## src/rtl/ubx_pkg.sv

```systemverilog
// Shared types and codes for the UBX frame parser.
// Holds the configuration and result record types and the event codes.
// No dependencies.
`default_nettype none

package ubx_pkg;

   // Field widths of the frame record.
   localparam int ByteWidth  = 8;
   localparam int WordWidth  = 16;
   localparam int EventWidth = 2;
   localparam int CsrIdxWidth = 2;

   // Configuration register indexes.
   localparam logic [CsrIdxWidth-1:0] CSR_SYNC_FIRST  = 2'd0;
   localparam logic [CsrIdxWidth-1:0] CSR_SYNC_SECOND = 2'd1;
   localparam logic [CsrIdxWidth-1:0] CSR_MAX_LENGTH  = 2'd2;

   // Reset values of the configuration registers.
   localparam logic [ByteWidth-1:0] SYNC_FIRST_RESET  = 8'hB5;
   localparam logic [ByteWidth-1:0] SYNC_SECOND_RESET = 8'h62;
   localparam logic [WordWidth-1:0] MAX_LENGTH_RESET  = 16'd1024;

   // Event codes reported on the result channel.
   localparam logic [EventWidth-1:0] EV_PAYLOAD  = 2'd0;
   localparam logic [EventWidth-1:0] EV_GOOD     = 2'd1;
   localparam logic [EventWidth-1:0] EV_BAD_SUM  = 2'd2;
   localparam logic [EventWidth-1:0] EV_TOO_LONG = 2'd3;

   typedef struct packed {
      logic [ByteWidth-1:0] sync_first;
      logic [ByteWidth-1:0] sync_second;
      logic [WordWidth-1:0] max_length;
   } cfg_type;

   typedef struct packed {
      logic [EventWidth-1:0] event_res;
      logic [ByteWidth-1:0]  msg_class;
      logic [ByteWidth-1:0]  msg_id;
      logic [WordWidth-1:0]  payload_length;
      logic [WordWidth-1:0]  byte_index;
      logic [ByteWidth-1:0]  byte_value;
   } result_type;

endpackage

`default_nettype wire

```

## src/rtl/ubx_csr.sv

```systemverilog
// Configuration registers of the UBX frame parser.
// Depends on ubx_pkg for the register indexes, reset values and cfg_type.
`default_nettype none

module ubx_csr (
   input  wire logic                                clock,
   input  wire logic                                reset,
   input  wire logic                                csr_write_enable,
   input  wire logic [ubx_pkg::CsrIdxWidth-1:0]     csr_index,
   input  wire logic [ubx_pkg::WordWidth-1:0]       csr_write_data,
   output      ubx_pkg::cfg_type                    cfg
);
   import ubx_pkg::*;

   cfg_type cfg_ff;
   cfg_type cfg_in;

   // Decode the register index; indexes beyond the list leave everything alone.
   always_comb begin
      cfg_in = cfg_ff;
      if (csr_write_enable) begin
         case (csr_index)
            CSR_SYNC_FIRST:  cfg_in.sync_first  = csr_write_data[ByteWidth-1:0];
            CSR_SYNC_SECOND: cfg_in.sync_second = csr_write_data[ByteWidth-1:0];
            CSR_MAX_LENGTH:  cfg_in.max_length  = csr_write_data;
            default:         cfg_in = cfg_ff;
         endcase
      end
   end

   always_ff @(posedge clock) begin
      if (reset) begin
         cfg_ff.sync_first  <= SYNC_FIRST_RESET;
         cfg_ff.sync_second <= SYNC_SECOND_RESET;
         cfg_ff.max_length  <= MAX_LENGTH_RESET;
      end else begin
         cfg_ff <= cfg_in;
      end
   end

   assign cfg = cfg_ff;

endmodule

`default_nettype wire

```

## src/rtl/ubx_parse_core.sv

```systemverilog
// Frame state machine of the UBX parser: sync hunt, header capture,
// payload streaming and 8-bit Fletcher checksum. Depends on ubx_pkg.
`default_nettype none

module ubx_parse_core (
   input  wire logic                            clock,
   input  wire logic                            reset,
   input  wire logic                            accept,
   input  wire logic [ubx_pkg::ByteWidth-1:0]   rx_byte,
   input  wire ubx_pkg::cfg_type                cfg,
   output logic                                 res_valid,
   output ubx_pkg::result_type                  res
);
   import ubx_pkg::*;

   // Parser state codes; unused codes behave as unsynced.
   localparam logic [3:0] ST_UNSYNCED  = 4'd0;
   localparam logic [3:0] ST_GOT_SYNC1 = 4'd1;
   localparam logic [3:0] ST_GOT_SYNC2 = 4'd2;
   localparam logic [3:0] ST_GOT_CLASS = 4'd3;
   localparam logic [3:0] ST_GOT_ID    = 4'd4;
   localparam logic [3:0] ST_GOT_LEN_L = 4'd5;
   localparam logic [3:0] ST_PAYLOAD   = 4'd6;
   localparam logic [3:0] ST_CHECK_A   = 4'd7;
   localparam logic [3:0] ST_CHECK_B   = 4'd8;

   logic [3:0]           state_ff,   state_in;
   logic [ByteWidth-1:0] class_ff,   class_in;
   logic [ByteWidth-1:0] id_ff,      id_in;
   logic [WordWidth-1:0] length_ff,  length_in;
   logic [WordWidth-1:0] count_ff,   count_in;
   logic [ByteWidth-1:0] sum_a_ff,   sum_a_in;
   logic [ByteWidth-1:0] sum_b_ff,   sum_b_in;
   logic [ByteWidth-1:0] check_a_ff, check_a_in;

   logic [ByteWidth-1:0] add_a;
   logic [ByteWidth-1:0] add_b;
   logic [WordWidth-1:0] count_inc;
   logic [WordWidth-1:0] full_length;

   // Running Fletcher sum with the current byte folded in.
   assign add_a       = sum_a_ff + rx_byte;
   assign add_b       = sum_b_ff + add_a;
   assign count_inc   = count_ff + 16'd1;
   assign full_length = {rx_byte, length_ff[ByteWidth-1:0]};

   // Next state and the result that this byte produces, if any.
   always_comb begin
      state_in   = state_ff;
      class_in   = class_ff;
      id_in      = id_ff;
      length_in  = length_ff;
      count_in   = count_ff;
      sum_a_in   = sum_a_ff;
      sum_b_in   = sum_b_ff;
      check_a_in = check_a_ff;
      res_valid  = 1'b0;
      res.event_res  = EV_PAYLOAD;
      res.byte_index = '0;
      res.byte_value = '0;

      case (state_ff)
         ST_GOT_SYNC1: begin
            state_in = (rx_byte == cfg.sync_second) ? ST_GOT_SYNC2 : ST_UNSYNCED;
         end
         ST_GOT_SYNC2: begin
            class_in  = rx_byte;
            id_in     = '0;
            length_in = '0;
            count_in  = '0;
            sum_a_in  = rx_byte;
            sum_b_in  = rx_byte;
            state_in  = ST_GOT_CLASS;
         end
         ST_GOT_CLASS: begin
            id_in    = rx_byte;
            sum_a_in = add_a;
            sum_b_in = add_b;
            state_in = ST_GOT_ID;
         end
         ST_GOT_ID: begin
            length_in = {{ByteWidth{1'b0}}, rx_byte};
            sum_a_in  = add_a;
            sum_b_in  = add_b;
            state_in  = ST_GOT_LEN_L;
         end
         ST_GOT_LEN_L: begin
            length_in = full_length;
            sum_a_in  = add_a;
            sum_b_in  = add_b;
            count_in  = '0;
            if (full_length > cfg.max_length) begin
               state_in      = ST_UNSYNCED;
               res_valid     = 1'b1;
               res.event_res = EV_TOO_LONG;
            end else if (full_length == '0) begin
               state_in = ST_CHECK_A;
            end else begin
               state_in = ST_PAYLOAD;
            end
         end
         ST_PAYLOAD: begin
            sum_a_in       = add_a;
            sum_b_in       = add_b;
            res_valid      = 1'b1;
            res.event_res  = EV_PAYLOAD;
            res.byte_index = count_ff;
            res.byte_value = rx_byte;
            if (count_inc >= length_ff) begin
               count_in = '0;
               state_in = ST_CHECK_A;
            end else begin
               count_in = count_inc;
            end
         end
         ST_CHECK_A: begin
            check_a_in = rx_byte;
            state_in   = ST_CHECK_B;
         end
         ST_CHECK_B: begin
            state_in  = ST_UNSYNCED;
            res_valid = 1'b1;
            if (check_a_ff == sum_a_ff && rx_byte == sum_b_ff) begin
               res.event_res = EV_GOOD;
            end else begin
               res.event_res = EV_BAD_SUM;
            end
         end
         default: begin
            state_in = (rx_byte == cfg.sync_first) ? ST_GOT_SYNC1 : ST_UNSYNCED;
         end
      endcase

      // Header fields as they stand after this byte.
      res.msg_class      = class_in;
      res.msg_id         = id_in;
      res.payload_length = length_in;
   end

   // State advances only on an accepted transfer.
   always_ff @(posedge clock) begin
      if (reset) begin
         state_ff   <= ST_UNSYNCED;
         class_ff   <= '0;
         id_ff      <= '0;
         length_ff  <= '0;
         count_ff   <= '0;
         sum_a_ff   <= '0;
         sum_b_ff   <= '0;
         check_a_ff <= '0;
      end else if (accept) begin
         state_ff   <= state_in;
         class_ff   <= class_in;
         id_ff      <= id_in;
         length_ff  <= length_in;
         count_ff   <= count_in;
         sum_a_ff   <= sum_a_in;
         sum_b_ff   <= sum_b_in;
         check_a_ff <= check_a_in;
      end
   end

   // A payload phase never starts for an empty frame.
   a_payload_nonempty: assert property (@(posedge clock) disable iff (reset)
      state_ff == ST_PAYLOAD |-> length_ff != '0)
      else $error("payload phase entered with zero length");

   // The payload index stays inside the declared length.
   a_count_in_range: assert property (@(posedge clock) disable iff (reset)
      state_ff == ST_PAYLOAD |-> count_ff < length_ff)
      else $error("payload index beyond declared length");

   // The second checksum byte always closes the frame.
   a_check_b_closes: assert property (@(posedge clock) disable iff (reset)
      accept && state_ff == ST_CHECK_B |=> state_ff == ST_UNSYNCED)
      else $error("frame not closed after checksum");

   // Results only arise from the payload, length and checksum states.
   a_result_source: assert property (@(posedge clock) disable iff (reset)
      res_valid |-> (state_ff == ST_PAYLOAD || state_ff == ST_GOT_LEN_L ||
                     state_ff == ST_CHECK_B))
      else $error("result raised from an unexpected state");

endmodule

`default_nettype wire

```

## src/rtl/ubx_rsp_reg.sv

```systemverilog
// Result register of the UBX frame parser: holds one result until the
// receiver takes it. Depends on ubx_pkg for result_type.
`default_nettype none

module ubx_rsp_reg (
   input  wire logic                 clock,
   input  wire logic                 reset,
   input  wire logic                 accept,
   input  wire logic                 res_valid,
   input  wire ubx_pkg::result_type  res,
   input  wire logic                 rsp_stall,
   output logic                      rsp_valid,
   output ubx_pkg::result_type       rsp_data,
   output logic                      req_stall
);
   import ubx_pkg::*;

   logic       valid_ff, valid_in;
   result_type data_ff;

   // The input side waits only while a held result is itself stalled.
   assign req_stall = valid_ff & rsp_stall;

   // A new byte replaces the slot; otherwise the slot drains once taken.
   assign valid_in = accept ? res_valid : (valid_ff & rsp_stall);

   always_ff @(posedge clock) begin
      if (reset) begin
         valid_ff <= 1'b0;
      end else begin
         valid_ff <= valid_in;
      end
   end

   // Payload register needs no reset.
   always_ff @(posedge clock) begin
      if (accept && res_valid) begin
         data_ff <= res;
      end
   end

   assign rsp_valid = valid_ff;
   assign rsp_data  = data_ff;

   // A result that is stalled is still there in the next cycle.
   a_hold_valid: assert property (@(posedge clock) disable iff (reset)
      valid_ff && rsp_stall |=> valid_ff)
      else $error("stalled result lost");

   // No byte is taken while the held result is stalled.
   a_no_overwrite: assert property (@(posedge clock) disable iff (reset)
      valid_ff && rsp_stall |-> !accept)
      else $error("result slot overwritten while stalled");

   // A stalled result keeps its contents.
   a_hold_data: assert property (@(posedge clock) disable iff (reset)
      valid_ff && rsp_stall |=> $stable(data_ff))
      else $error("stalled result changed");

endmodule

`default_nettype wire

```

## src/rtl/ubx_frame_parser_top.sv

```systemverilog
// UBX frame parser, top level. Instantiates the configuration registers,
// the frame state machine and the result register. Depends on ubx_pkg.
//
// Usage: one received byte is offered per transfer on the req_ channel
// (req_valid, req_stall, req_rx_byte). The parser hunts for the two sync
// bytes, captures class, id and the little-endian length, streams each
// payload byte out with its index, and ends each frame with a good or bad
// checksum event. A frame whose length exceeds the configured maximum gives
// a single drop event and the parser resumes hunting.
// Results leave on the rsp_ channel, zero or one per byte, in the cycle after
// the byte is taken: the state machine is a single pass of logic between
// its state registers and the result register, so a byte is accepted in
// every cycle unless stalled. When the receiver stalls, the held result
// stays and the input is stalled only while that result waits; bytes that
// give no result still need the slot to be free or draining. Configuration
// is written through csr_write_enable, csr_index and csr_write_data; the
// user must do so only while no frame is in progress, as the block does
// not enforce it. Synchronous reset restores the default sync bytes (0xB5,
// 0x62), maximum length 1024, the hunting state and an empty result register.
`default_nettype none

module ubx_frame_parser_top (
   input  wire logic                              clock,
   input  wire logic                              reset,
   input  wire logic                              req_valid,
   output logic                                   req_stall,
   input  wire logic [ubx_pkg::ByteWidth-1:0]     req_rx_byte,
   output logic                                   rsp_valid,
   input  wire logic                              rsp_stall,
   output logic [ubx_pkg::EventWidth-1:0]         rsp_event_res,
   output logic [ubx_pkg::ByteWidth-1:0]          rsp_msg_class,
   output logic [ubx_pkg::ByteWidth-1:0]          rsp_msg_id,
   output logic [ubx_pkg::WordWidth-1:0]          rsp_payload_length,
   output logic [ubx_pkg::WordWidth-1:0]          rsp_byte_index,
   output logic [ubx_pkg::ByteWidth-1:0]          rsp_byte_value,
   input  wire logic                              csr_write_enable,
   input  wire logic [ubx_pkg::CsrIdxWidth-1:0]   csr_index,
   input  wire logic [ubx_pkg::WordWidth-1:0]     csr_write_data
);
   import ubx_pkg::*;

   cfg_type    cfg;
   result_type res;
   result_type rsp_data;
   logic       res_valid;
   logic       accept;

   // A byte transfer completes when it is offered and not stalled.
   assign accept = req_valid & ~req_stall;

   ubx_csr u_csr (
      .clock            (clock),
      .reset            (reset),
      .csr_write_enable (csr_write_enable),
      .csr_index        (csr_index),
      .csr_write_data   (csr_write_data),
      .cfg              (cfg)
   );

   ubx_parse_core u_core (
      .clock     (clock),
      .reset     (reset),
      .accept    (accept),
      .rx_byte   (req_rx_byte),
      .cfg       (cfg),
      .res_valid (res_valid),
      .res       (res)
   );

   ubx_rsp_reg u_rsp (
      .clock     (clock),
      .reset     (reset),
      .accept    (accept),
      .res_valid (res_valid),
      .res       (res),
      .rsp_stall (rsp_stall),
      .rsp_valid (rsp_valid),
      .rsp_data  (rsp_data),
      .req_stall (req_stall)
   );

   // Unpack the held result onto the output ports.
   assign rsp_event_res      = rsp_data.event_res;
   assign rsp_msg_class      = rsp_data.msg_class;
   assign rsp_msg_id         = rsp_data.msg_id;
   assign rsp_payload_length = rsp_data.payload_length;
   assign rsp_byte_index     = rsp_data.byte_index;
   assign rsp_byte_value     = rsp_data.byte_value;

endmodule

`default_nettype wire
```

## config.mk

```make
export PLATFORM = sky130hd
export DESIGN_NAME = ubx_frame_parser_top
export DESIGN_NICKNAME = d
export VERILOG_FILES = /design/src/rtl/ubx_pkg.sv /design/src/rtl/ubx_csr.sv /design/src/rtl/ubx_parse_core.sv /design/src/rtl/ubx_rsp_reg.sv /design/src/rtl/ubx_frame_parser_top.sv
export SDC_FILE = /design/constraint.sdc
export NUM_CORES = 1
export LEC_CHECK = 0
export ABC_AREA = 1
export BUFFER_PORTS_ARGS = -buffer_cell sky130_fd_sc_hd__buf_4
export CAP_MARGIN = 20
export CORE_MARGIN = 1.5
export CORE_UTILIZATION = 46
export DETAILED_ROUTE_END_ITERATION = 6
export SLEW_MARGIN = 20
export SYNTH_ARGS = -nofsm -noshare
export SYNTH_HDL_FRONTEND = slang
export SYNTH_SLANG_ARGS = --single-unit
export TNS_END_PERCENT = 50
```

## constraint.sdc

```tcl
create_clock -name clock -period 4.1 [get_ports clock]
set_clock_uncertainty 0.05 [all_clocks]
set_input_delay 0.41 -clock clock [delete_from_list [all_inputs] [get_ports clock]]
set_output_delay 0.41 -clock clock [all_outputs]
set_load 0.005 [all_outputs]
```

== Word level (Yosys, flattened, before mapping) ==
Index checks and enable logic that the tools add are counted.

* Output and inout bits: 60
* Word-level logic and storage cells: 76
* Bits of input ports: 31
* Flip-flop bits (word level): 167

* Equal/unequal tests: 15
* Add/sub/neg operators: 3
* Bitwise gates (word level): 3
* Muxes and demuxes: 19
* $lt $le $gt $ge: 2
* Reductions and logical operators: 16

{| class="wikitable"
|+ Operator list
! operator !! number
|-
| 16-bit case mux with 3 select lines || 1
|-
| 8-bit case mux with 2 select lines || 3
|-
| 8-bit == test || 4
|-
| 16-bit case mux with 2 select lines || 1
|-
| 4-bit case mux with 8 select lines || 1
|-
| 16-bit by 1-bit adder with 16-bit output (second input constant) || 1
|-
| 8-bit adder || 2
|-
| 4-bit by 3-bit == test with 1-bit output (second input constant) || 4
|-
| 16-bit >= comparator || 1
|-
| 16-bit > comparator || 1
|-
| 16-bit zero test || 1
|-
| 16-bit two-way mux || 1
|-
| 2-bit AND reduction || 7
|-
| 4-bit by 2-bit == test with 1-bit output (second input constant) || 2
|-
| 4-bit two-way mux || 2
|-
| 8-bit two-way mux || 1
|-
| 2-bit two-way mux || 3
|-
| 4-bit by 1-bit == test with 1-bit output (second input constant) || 1
|-
| 4-bit == test (second input constant) || 1
|-
| 1-bit two-way mux || 4
|-
| 2-bit case mux with 2 select lines || 1
|-
| 2-bit nonzero test || 2
|-
| 2-bit OR reduction || 2
|-
| 4-bit OR reduction || 1
|-
| 8 further kinds || 10
|}

== Longest topological paths before layout ==
Gate-level depths: netlist of run 1.

* Word-level depth: 4
* Mapped depth: 17
* Depth with buffers taken out: 17

== Modules after synthesis ==
From an unflattened synthesis of run 1, not the netlist that was laid out.

* Cell total of the unflattened synthesis: 1094
* Area, all modules: 8724.6 um^2

{| class="wikitable"
|+ By module, submodules not included
! module !! area each (um^2) !! cells an instance !! sequential area each (um^2) !! instances
|-
| ubx_parse_core || 5587.9 || 835 || 1521.5 || 1
|-
| ubx_rsp_reg || 1799.2 || 66 || 1761.7 || 1
|-
| ubx_csr || 1327.5 || 191 || 640.6 || 1
|-
| ubx_frame_parser_top || 10.0 || 2 || 0.0 || 1
|}

== Worst setup path after synthesis of run 1 ==
Ideal clock, no wire load.

* Kind: input-to-reg
* Start point: input req_rx_byte[7] (netlist name)
* End point: register u_rsp.data_ff, in the netlist u_rsp.rsp_data[0], enable pin
* Library setup time: 0.412 ns
* Cell stages on the path: 9
* Slack: 1.147 ns
* Arrival: 2.491 ns
* Path through: ha_1 -> nand2_1 -> nor3_1 -> nand2_1 -> nand2_1 -> nand3_1 -> nand3_1 -> nand2_1 -> inv_1

* Longest elaborated chain between the ends: 4

{| class="wikitable"
|+ Ends and longest elaborated chain
! what !! RTL line !! RTL
|-
| start: declaration || ubx_frame_parser_top.sv:27 || <nowiki>input wire logic [ubx_pkg::ByteWidth-1:0] req_rx_byte,</nowiki>
|-
| 16-bit > comparator || ubx_parse_core.sv:92 || <nowiki>if (full_length > cfg.max_length) begin</nowiki>
|-
| 1-bit two-way mux || ubx_parse_core.sv:92 ||
|-
| 1-bit case mux with 2 select lines || ubx_parse_core.sv:62 || <nowiki>case (state_ff)</nowiki>
|-
| 1-bit logical AND || ubx_rsp_reg.sv:37 || <nowiki>if (accept && res_valid) begin</nowiki>
|-
| end signal: assignment || ubx_rsp_reg.sv:38 || <nowiki>data_ff <= res;</nowiki>
|-
| end: declaration || ubx_rsp_reg.sv:19 || <nowiki>result_type data_ff;</nowiki>
|}

Every way passes these cells.
A chain may end at the register's enable or synchronous reset.

== Worst setup path in the final report of run 1 ==
* Start point: register u_core.count_ff[4]
* End point: register u_core.count_ff[15]

* Longest elaborated chain between the ends: 4

{| class="wikitable"
|+ Ends and longest elaborated chain
! what !! RTL line !! RTL
|-
| start: declaration || ubx_parse_core.sv:31 || <nowiki>logic [WordWidth-1:0] count_ff, count_in;</nowiki>
|-
| start signal: assignment || ubx_parse_core.sv:156 || <nowiki>count_ff <= count_in;</nowiki>
|-
| 16-bit by 1-bit adder with 16-bit output * || ubx_parse_core.sv:44 || <nowiki>assign count_inc = count_ff + 16'd1;</nowiki>
|-
| 16-bit >= comparator || ubx_parse_core.sv:109 || <nowiki>if (count_inc >= length_ff) begin</nowiki>
|-
| 16-bit two-way mux * || ubx_parse_core.sv:109 ||
|-
| 16-bit case mux with 2 select lines * || ubx_parse_core.sv:62 ||
|}

Mark *: on every way between the ends. The rest lies on a longest branch, timed or not.

==> results of run 1 <==
## per-stage QoR
step	instances	instance area, um2	total power (W)	setup WS [ns]
after detailed placement	1326	9390	0.00244	1.00
after global routing	1358	9990	0.00421	0.601
after CTS	1358	9990	0.00407	0.918
after floorplan	1042	8550	0.00227	1.15
final	1358	9990	0.00405	0.907
after global placement	1326	9390	0.00243	1.12
## registers in the layout (all words and copies together) (netlist names)
name               count
u_core.sum_b_ff        8
u_rsp.rsp_valid        1
u_rsp.rsp_data        58
u_core.length_ff      16
u_core.id_ff           8
u_core.check_a_ff      8
u_core.sum_a_ff        8
u_core.state_ff        4
u_core.class_ff        8
u_core.count_ff       16
u_csr.cfg             32
## routing by layer
metal / wire [um] / global-route usage (%)
met5: 0 / 0
met2: 9650 / 35.6
met1: 9970 / 29.7
met3: 1020 / 3.79
met4: 377 / 7.22
## cell families (layout without fill, tap and decap cells)
kind of cell    after synthesis  in the layout  synth area share, %
compound gates              235            235                 15.0
flops                       167            167                 45.9
buf+inv                     191            278                 8.60
fa+ha+maj                    49             49                 7.34
simple gates                355            355                 18.5
xor+xnor                     45             45                 4.61
## Yosys cell counts (5+ instances only)
cell type and n:
nand2_1 151, inv_1 144, dfxtp_1 109, nor2_1 105, o21ai_0 92, a21oi_1 86, edfxtp_1 58, ha_1 47
nand3_1 37, clkbuf_1 24, o22ai_1 24, xnor2_1 23, xor2_1 22, nor3_1 16, nand4_1 14, nand2_2 10
a21oi_2 9, a31oi_1 9, buf_1 7, inv_2 6, nand2_4 5
## worst max-delay path: cells and delay by family, from the launching register on
| family | cells | cell delay (ns) |
|---|---|---|
| simple gates | 8 | 1.52 |
| fa+ha+maj | 1 | 0.29 |
| buf+inv | 3 | 0.24 |
| flops | 1 | 0.43 |
| compound gates | 3 | 0.39 |
| xor+xnor | 1 | 0.18 |
## cells in the final DEF (no fill, tap or decap), types with 4 or more instances in the layout
cell       Yosys  final
nand2_1      151    151
inv_1        144    142
dfxtp_1      109    109
nor2_1       105    105
o21ai_0       92     92
buf_4          1     91
a21oi_1       86     86
edfxtp_1      58     58
ha_1          47     47
nand3_1       37     37
o22ai_1       24     24
xnor2_1       23     23
xor2_1        22     22
clkbuf_16      0     17
nor3_1        16     16
nand4_1       14     14
nand2_2       10     10
a31oi_1        9      9
a21oi_2        9      9
inv_2          6      8
nand2_4        5      5
clkinv_1       3      5
nor2_4         4      4
nor4_1         4      4
## report_power, final
group | leakage, nW | total [W] | switching, W | internal [W]
logic | 2.75 | 0.000580 | 0.000366 | 0.000214
clock network | 0.290 | 0.00164 | 0.000667 | 0.000974
registers | 1.43 | 0.00182 | 0.0000428 | 0.00178
## path summary, 6_finish.rpt
path	slack (ns)	cells past startpoint	end
worst max-delay path	0.91	16	u_core.count_ff[15]
worst min-delay path	0.15	3	u_csr.cfg[10]
worst max register to register	0.91	16	u_core.count_ff[15]
worst min register to register	0.41	2	u_csr.cfg[13]
## final cells by class
cell class	count	area (um2)	share of cell area [%]
clock inverter	12	150	1.50
tap	229	287	2.87
sequential	167	3920	39.3
timing repair buffer	92	703	7.04
multi-input combinational	684	3890	39.0
inverter	154	581	5.81
clock buffer	20	447	4.47
==> flow_summary.ini, run 1 <==
[status]
status = finished, violations left
violations = design-rule violations

[die]
die_area_um2 = 19400
ioPinCount = 91
rows = 49
die_y_um = 139
die_w_um = 139
initial_core_util_pct = 47.3
core_region_area_um2 = 18100

[synth]
syn-cell-area_um2 = 8550
netlist_instances = 1042
synth.distinct_cells = 44
netlist_top_cells_area = dfxtp_1 26%, edfxtp_1 20%, ha_1 6.9%
async_flop_share_pct = 0
synth.top_cell.area_share_pct = 25.5
syn_avg_cell_area_um2 = 8.21
synth_top_area_cell = dfxtp_1
ys_warn_count = 0
synth_seq_cells = 167
synth-edff-count = 58
synth_nets = 1122
seq_area_frac_synth_pct = 45.9
synth_top_flop_cell = dfxtp_1

[clock_network]
cts-resized-gates = 0
clock_latency_ns = 0.43
cts_setup_buffers = 0
worst_setup_hold_path_clk_slew_ns = 0.06
cts_hold_buffers = 0
htreeDepth = 4
numCtsBuffers = 17
cts_tree = done
ctsLongestPathBuffers = 2
cts_root_buf = clkbuf_16
cts.sinks = 167

[power_and_ir_drop]
power_density_nw_per_um2 = 405
p_leak_nw = 4.47
ir_drop_v = 0.000302

[global_route]
antenna_found_initial = 0
grt_pass1_vias = 6519
grt_pass1_wl_mm = 33.7
grt_usage_pct = 21.9
grt_max_degree = 61
grt-ovfl-total = 0

[critical_path]
slowest_delay_ns = 0.43
cpMostUsedCell = nand2_1
cp_max_fo = 16
r2r_start = u_core.count_ff[4]
crit_path_cell_trace = inv_1 -> nor3_1 -> nand2_1 -> nor3_1 -> xor2_1 -> inv_1 -> ha_1 -> nand2_1 -> inv_1 -> o21bai_1 -> nand2_1 -> a21oi_1 -> nand4_1 -> nor2_4 -> nand2_1 -> a21oi_1
critPathLaunchType = register
critPathKind = reg -> reg
arrival_ns = 3.50
worstPathRequired_ns = 4.41
worstSetupEndpointType = register
slowest_stage = dfxtp_1
timing.critical_path.from = u_core.count_ff[4]

[finish]
area_delta_synth_final_pct = 16.7
drive_gt1_share_pct = 14.6
fill_cells = 1711
utilization_pct = 55.2
antennaDiodeCount = 0
nets = 1196

[sta]
max_freq_mhz = 313
slew_headroom_pct = 35.9
tns_ns = 0
tightest_slew_ns = 0.955
slew_violations = 0
min_period_over_period_pct = 77.9
hold_ws_ns = 0.146
setup_viol = 0
post-route-min-period_ns = 3.19
rsz0062_at_grt = false
final-hold-violation-count = 0

[detailed_routing]
drc_errors = 10
route.vias.total = 7056
drtPass1Iterations = 7
routedWlPerCell_um = 15.5
routed_via_density = 5.20
drt_iter0_markers = 558
wl_mm = 21.0
final_antenna_net_count = 0

[placed_design]
place.gp.congestion = 0.890
hpwl_mm = 14.5
io_buffer_count = 90

[flow_run]
maxCapViolations = 0

[hold_path]
worstHoldStart = csr_write_data[10]
hold_path_class = in -> reg
(Power assumes the default switching activity.)
==> run 2: changes to the inputs <==
==> constraint.sdc (replaced) <==
create_clock -name clock -period 3.2 [get_ports clock]
set_clock_uncertainty 0.05 [all_clocks]
set_input_delay 0.32 -clock clock [delete_from_list [all_inputs] [get_ports clock]]
set_output_delay 0.32 -clock clock [all_outputs]
set_load 0.005 [all_outputs]
==> run 2 against run 1 <==
  * The run still ends with design-rule violations left
  * Cell area is 0.86% higher
  * Worst setup slack got worse by 0.62 ns
  * Power grew 27%
  * Global-route usage increased by 0.14 points
  * Non-clock buffer count grew 8
  * Cell count grew 0.59%
  * Fmax increased by 9.4%
  * Critical path type unchanged
  * Via count shrank 0.11%
  * Sequential power grew 29%
  * Clock power rose by 24%
  * Critical path depth shrank 1
  * Combinational power rose by 29%
==> flow_summary.ini, run 2 (same netlist as run 1, synthesis figures left out) <==
[clock_network]
worst_setup_hold_path_clk_slew_ns = 0.06
numCtsBuffers = 17
clock_latency_ns = 0.43
cts.sinks = 167
htreeDepth = 4
ctsLongestPathBuffers = 2
cts_root_buf = clkbuf_16
cts_tree = done

[sta]
setup_viol = 0
tightest_slew_ns = 0.780
slew_headroom_pct = 47.9
rsz0062_at_grt = false
min_period_over_period_pct = 91.2
max_freq_mhz = 343
slew_violations = 0
tns_ns = 0
final-hold-violation-count = 0
post-route-min-period_ns = 2.92

[die]
die_w_um = 139
core_region_area_um2 = 18100
die_y_um = 139
die_area_um2 = 19400
rows = 49
initial_core_util_pct = 47.3
ioPinCount = 91

[flow_run]
maxCapViolations = 0

[global_route]
antenna_found_initial = 0
grt_max_degree = 57
grt_usage_pct = 22.1
grt_pass1_vias = 6456
grt-ovfl-total = 0
grt_pass1_wl_mm = 33.8

[critical_path]
critPathKind = reg -> reg
worstSetupEndpointType = register
slowest_delay_ns = 0.43
r2r_slack_ns = 0.28
critPathLaunchType = register
cp_max_fo = 16
worstPathRequired_ns = 3.44
crit_path_cell_trace = inv_1 -> nor3_1 -> nand2_1 -> nor3_2 -> xor2_1 -> inv_1 -> ha_1 -> nand4_1 -> nor3_4 -> nand3_1 -> nand4_1 -> nor2_4 -> buf_12 -> a21oi_1 -> nor2_1
slowest_stage = dfxtp_1
arrival_ns = 3.16

[detailed_routing]
routedWlPerCell_um = 15.3
drc_errors = 10
final_antenna_net_count = 0
wl_mm = 20.9
drtPass1Iterations = 7
routed_via_density = 5.16
drt_iter0_markers = 591
route.vias.total = 7048

[status]
violations = design-rule violations
status = finished, violations left

[placed_design]
hpwl_mm = 14.7
place.gp.congestion = 0.914
io_buffer_count = 90

[finish]
area_delta_synth_final_pct = 17.7
largest_reg_flops = 58
antennaDiodeCount = 0
final_common_cell = nand2_1
fill_cells = 1694
drive_gt1_share_pct = 15.7
nets = 1204
layout_common_cells = 150 x nand2_1, 143 x inv_1, 108 x dfxtp_1

[power_and_ir_drop]
p_leak_nw = 4.51
power_density_nw_per_um2 = 510
finalPower_w = 0.00513
ir_drop_v = 0.000348

[hold_path]
hold_path_class = in -> reg
## run 2: timing repair
item                                    CTS  global route
buffers inserted                          0             2
gates resized for setup                   0             8
endpoints found under the setup margin    0            20
hold buffers                              0             0
## run 2: per-layer routing
metal | vias to the layer above | share of wire, % | track usage (%)
li1 | 3615 | - | -
met1 | 3213 | 50 | 31.9
met2 | 198 | 44 | 33.8
met3 | 22 | 4.5 | 3.51
met4 | 0 | 1.4 | 6.89
met5 | - | 0 | 0
## run 2: worst max-delay path: cells and delay by family, from the launching register on
family | cells | cell delay [ns]
and+or+nand+nor | 9 | 1.37
buffers and inverters | 3 | 0.36
adders and majority gates | 1 | 0.29
AOI/OAI and AO/OA | 1 | 0.13
DFF | 1 | 0.43
xor gates and xnor gates | 1 | 0.15
## run 2: power breakdown
| group | switching [W] | internal [W] |
|---|---|---|
| Combinational | 0.000472 | 0.000279 |
| Clock | 0.000887 | 0.00116 |
| Sequential | 0.0000564 | 0.00228 |
## run 2: worst paths after layout
kind                            from            endpoint  depth (start not counted)
setup / recovery  u_core.count_ff[4]  u_core.count_ff[6]                         15
hold / removal    csr_write_data[10]       u_csr.cfg[10]                          3
setup reg to reg  u_core.count_ff[4]  u_core.count_ff[6]                         15
hold reg to reg        u_csr.cfg[15]       u_csr.cfg[15]                          2
## run 2: layout make-up
class                      count  area, um2  share of cell area (%)
clock inverter                13        146                    1.45
clock buffer                  19        433                    4.30
inverter                     154        581                    5.76
multi-input combinational    684       3930                    39.0
sequential                   167       3930                    39.0
tap                          229        287                    2.84
timing repair buffer         100        776                    7.70
## run 2: metrics by stage
stage	hold slack (ns)	std cells	setup slack [ns]	util, %	cell area (um2)
after floorplan	0.383	1042	0.328	-	8550
after global placement	0.394	1332	0.325	52.2	9450
after detailed placement	0.400	1332	0.239	52.2	9450
after CTS	0.0460	1364	0.118	55.4	10000
after global routing	0.0681	1366	0.0175	55.7	10100
final	0.0581	1366	0.282	55.7	10100
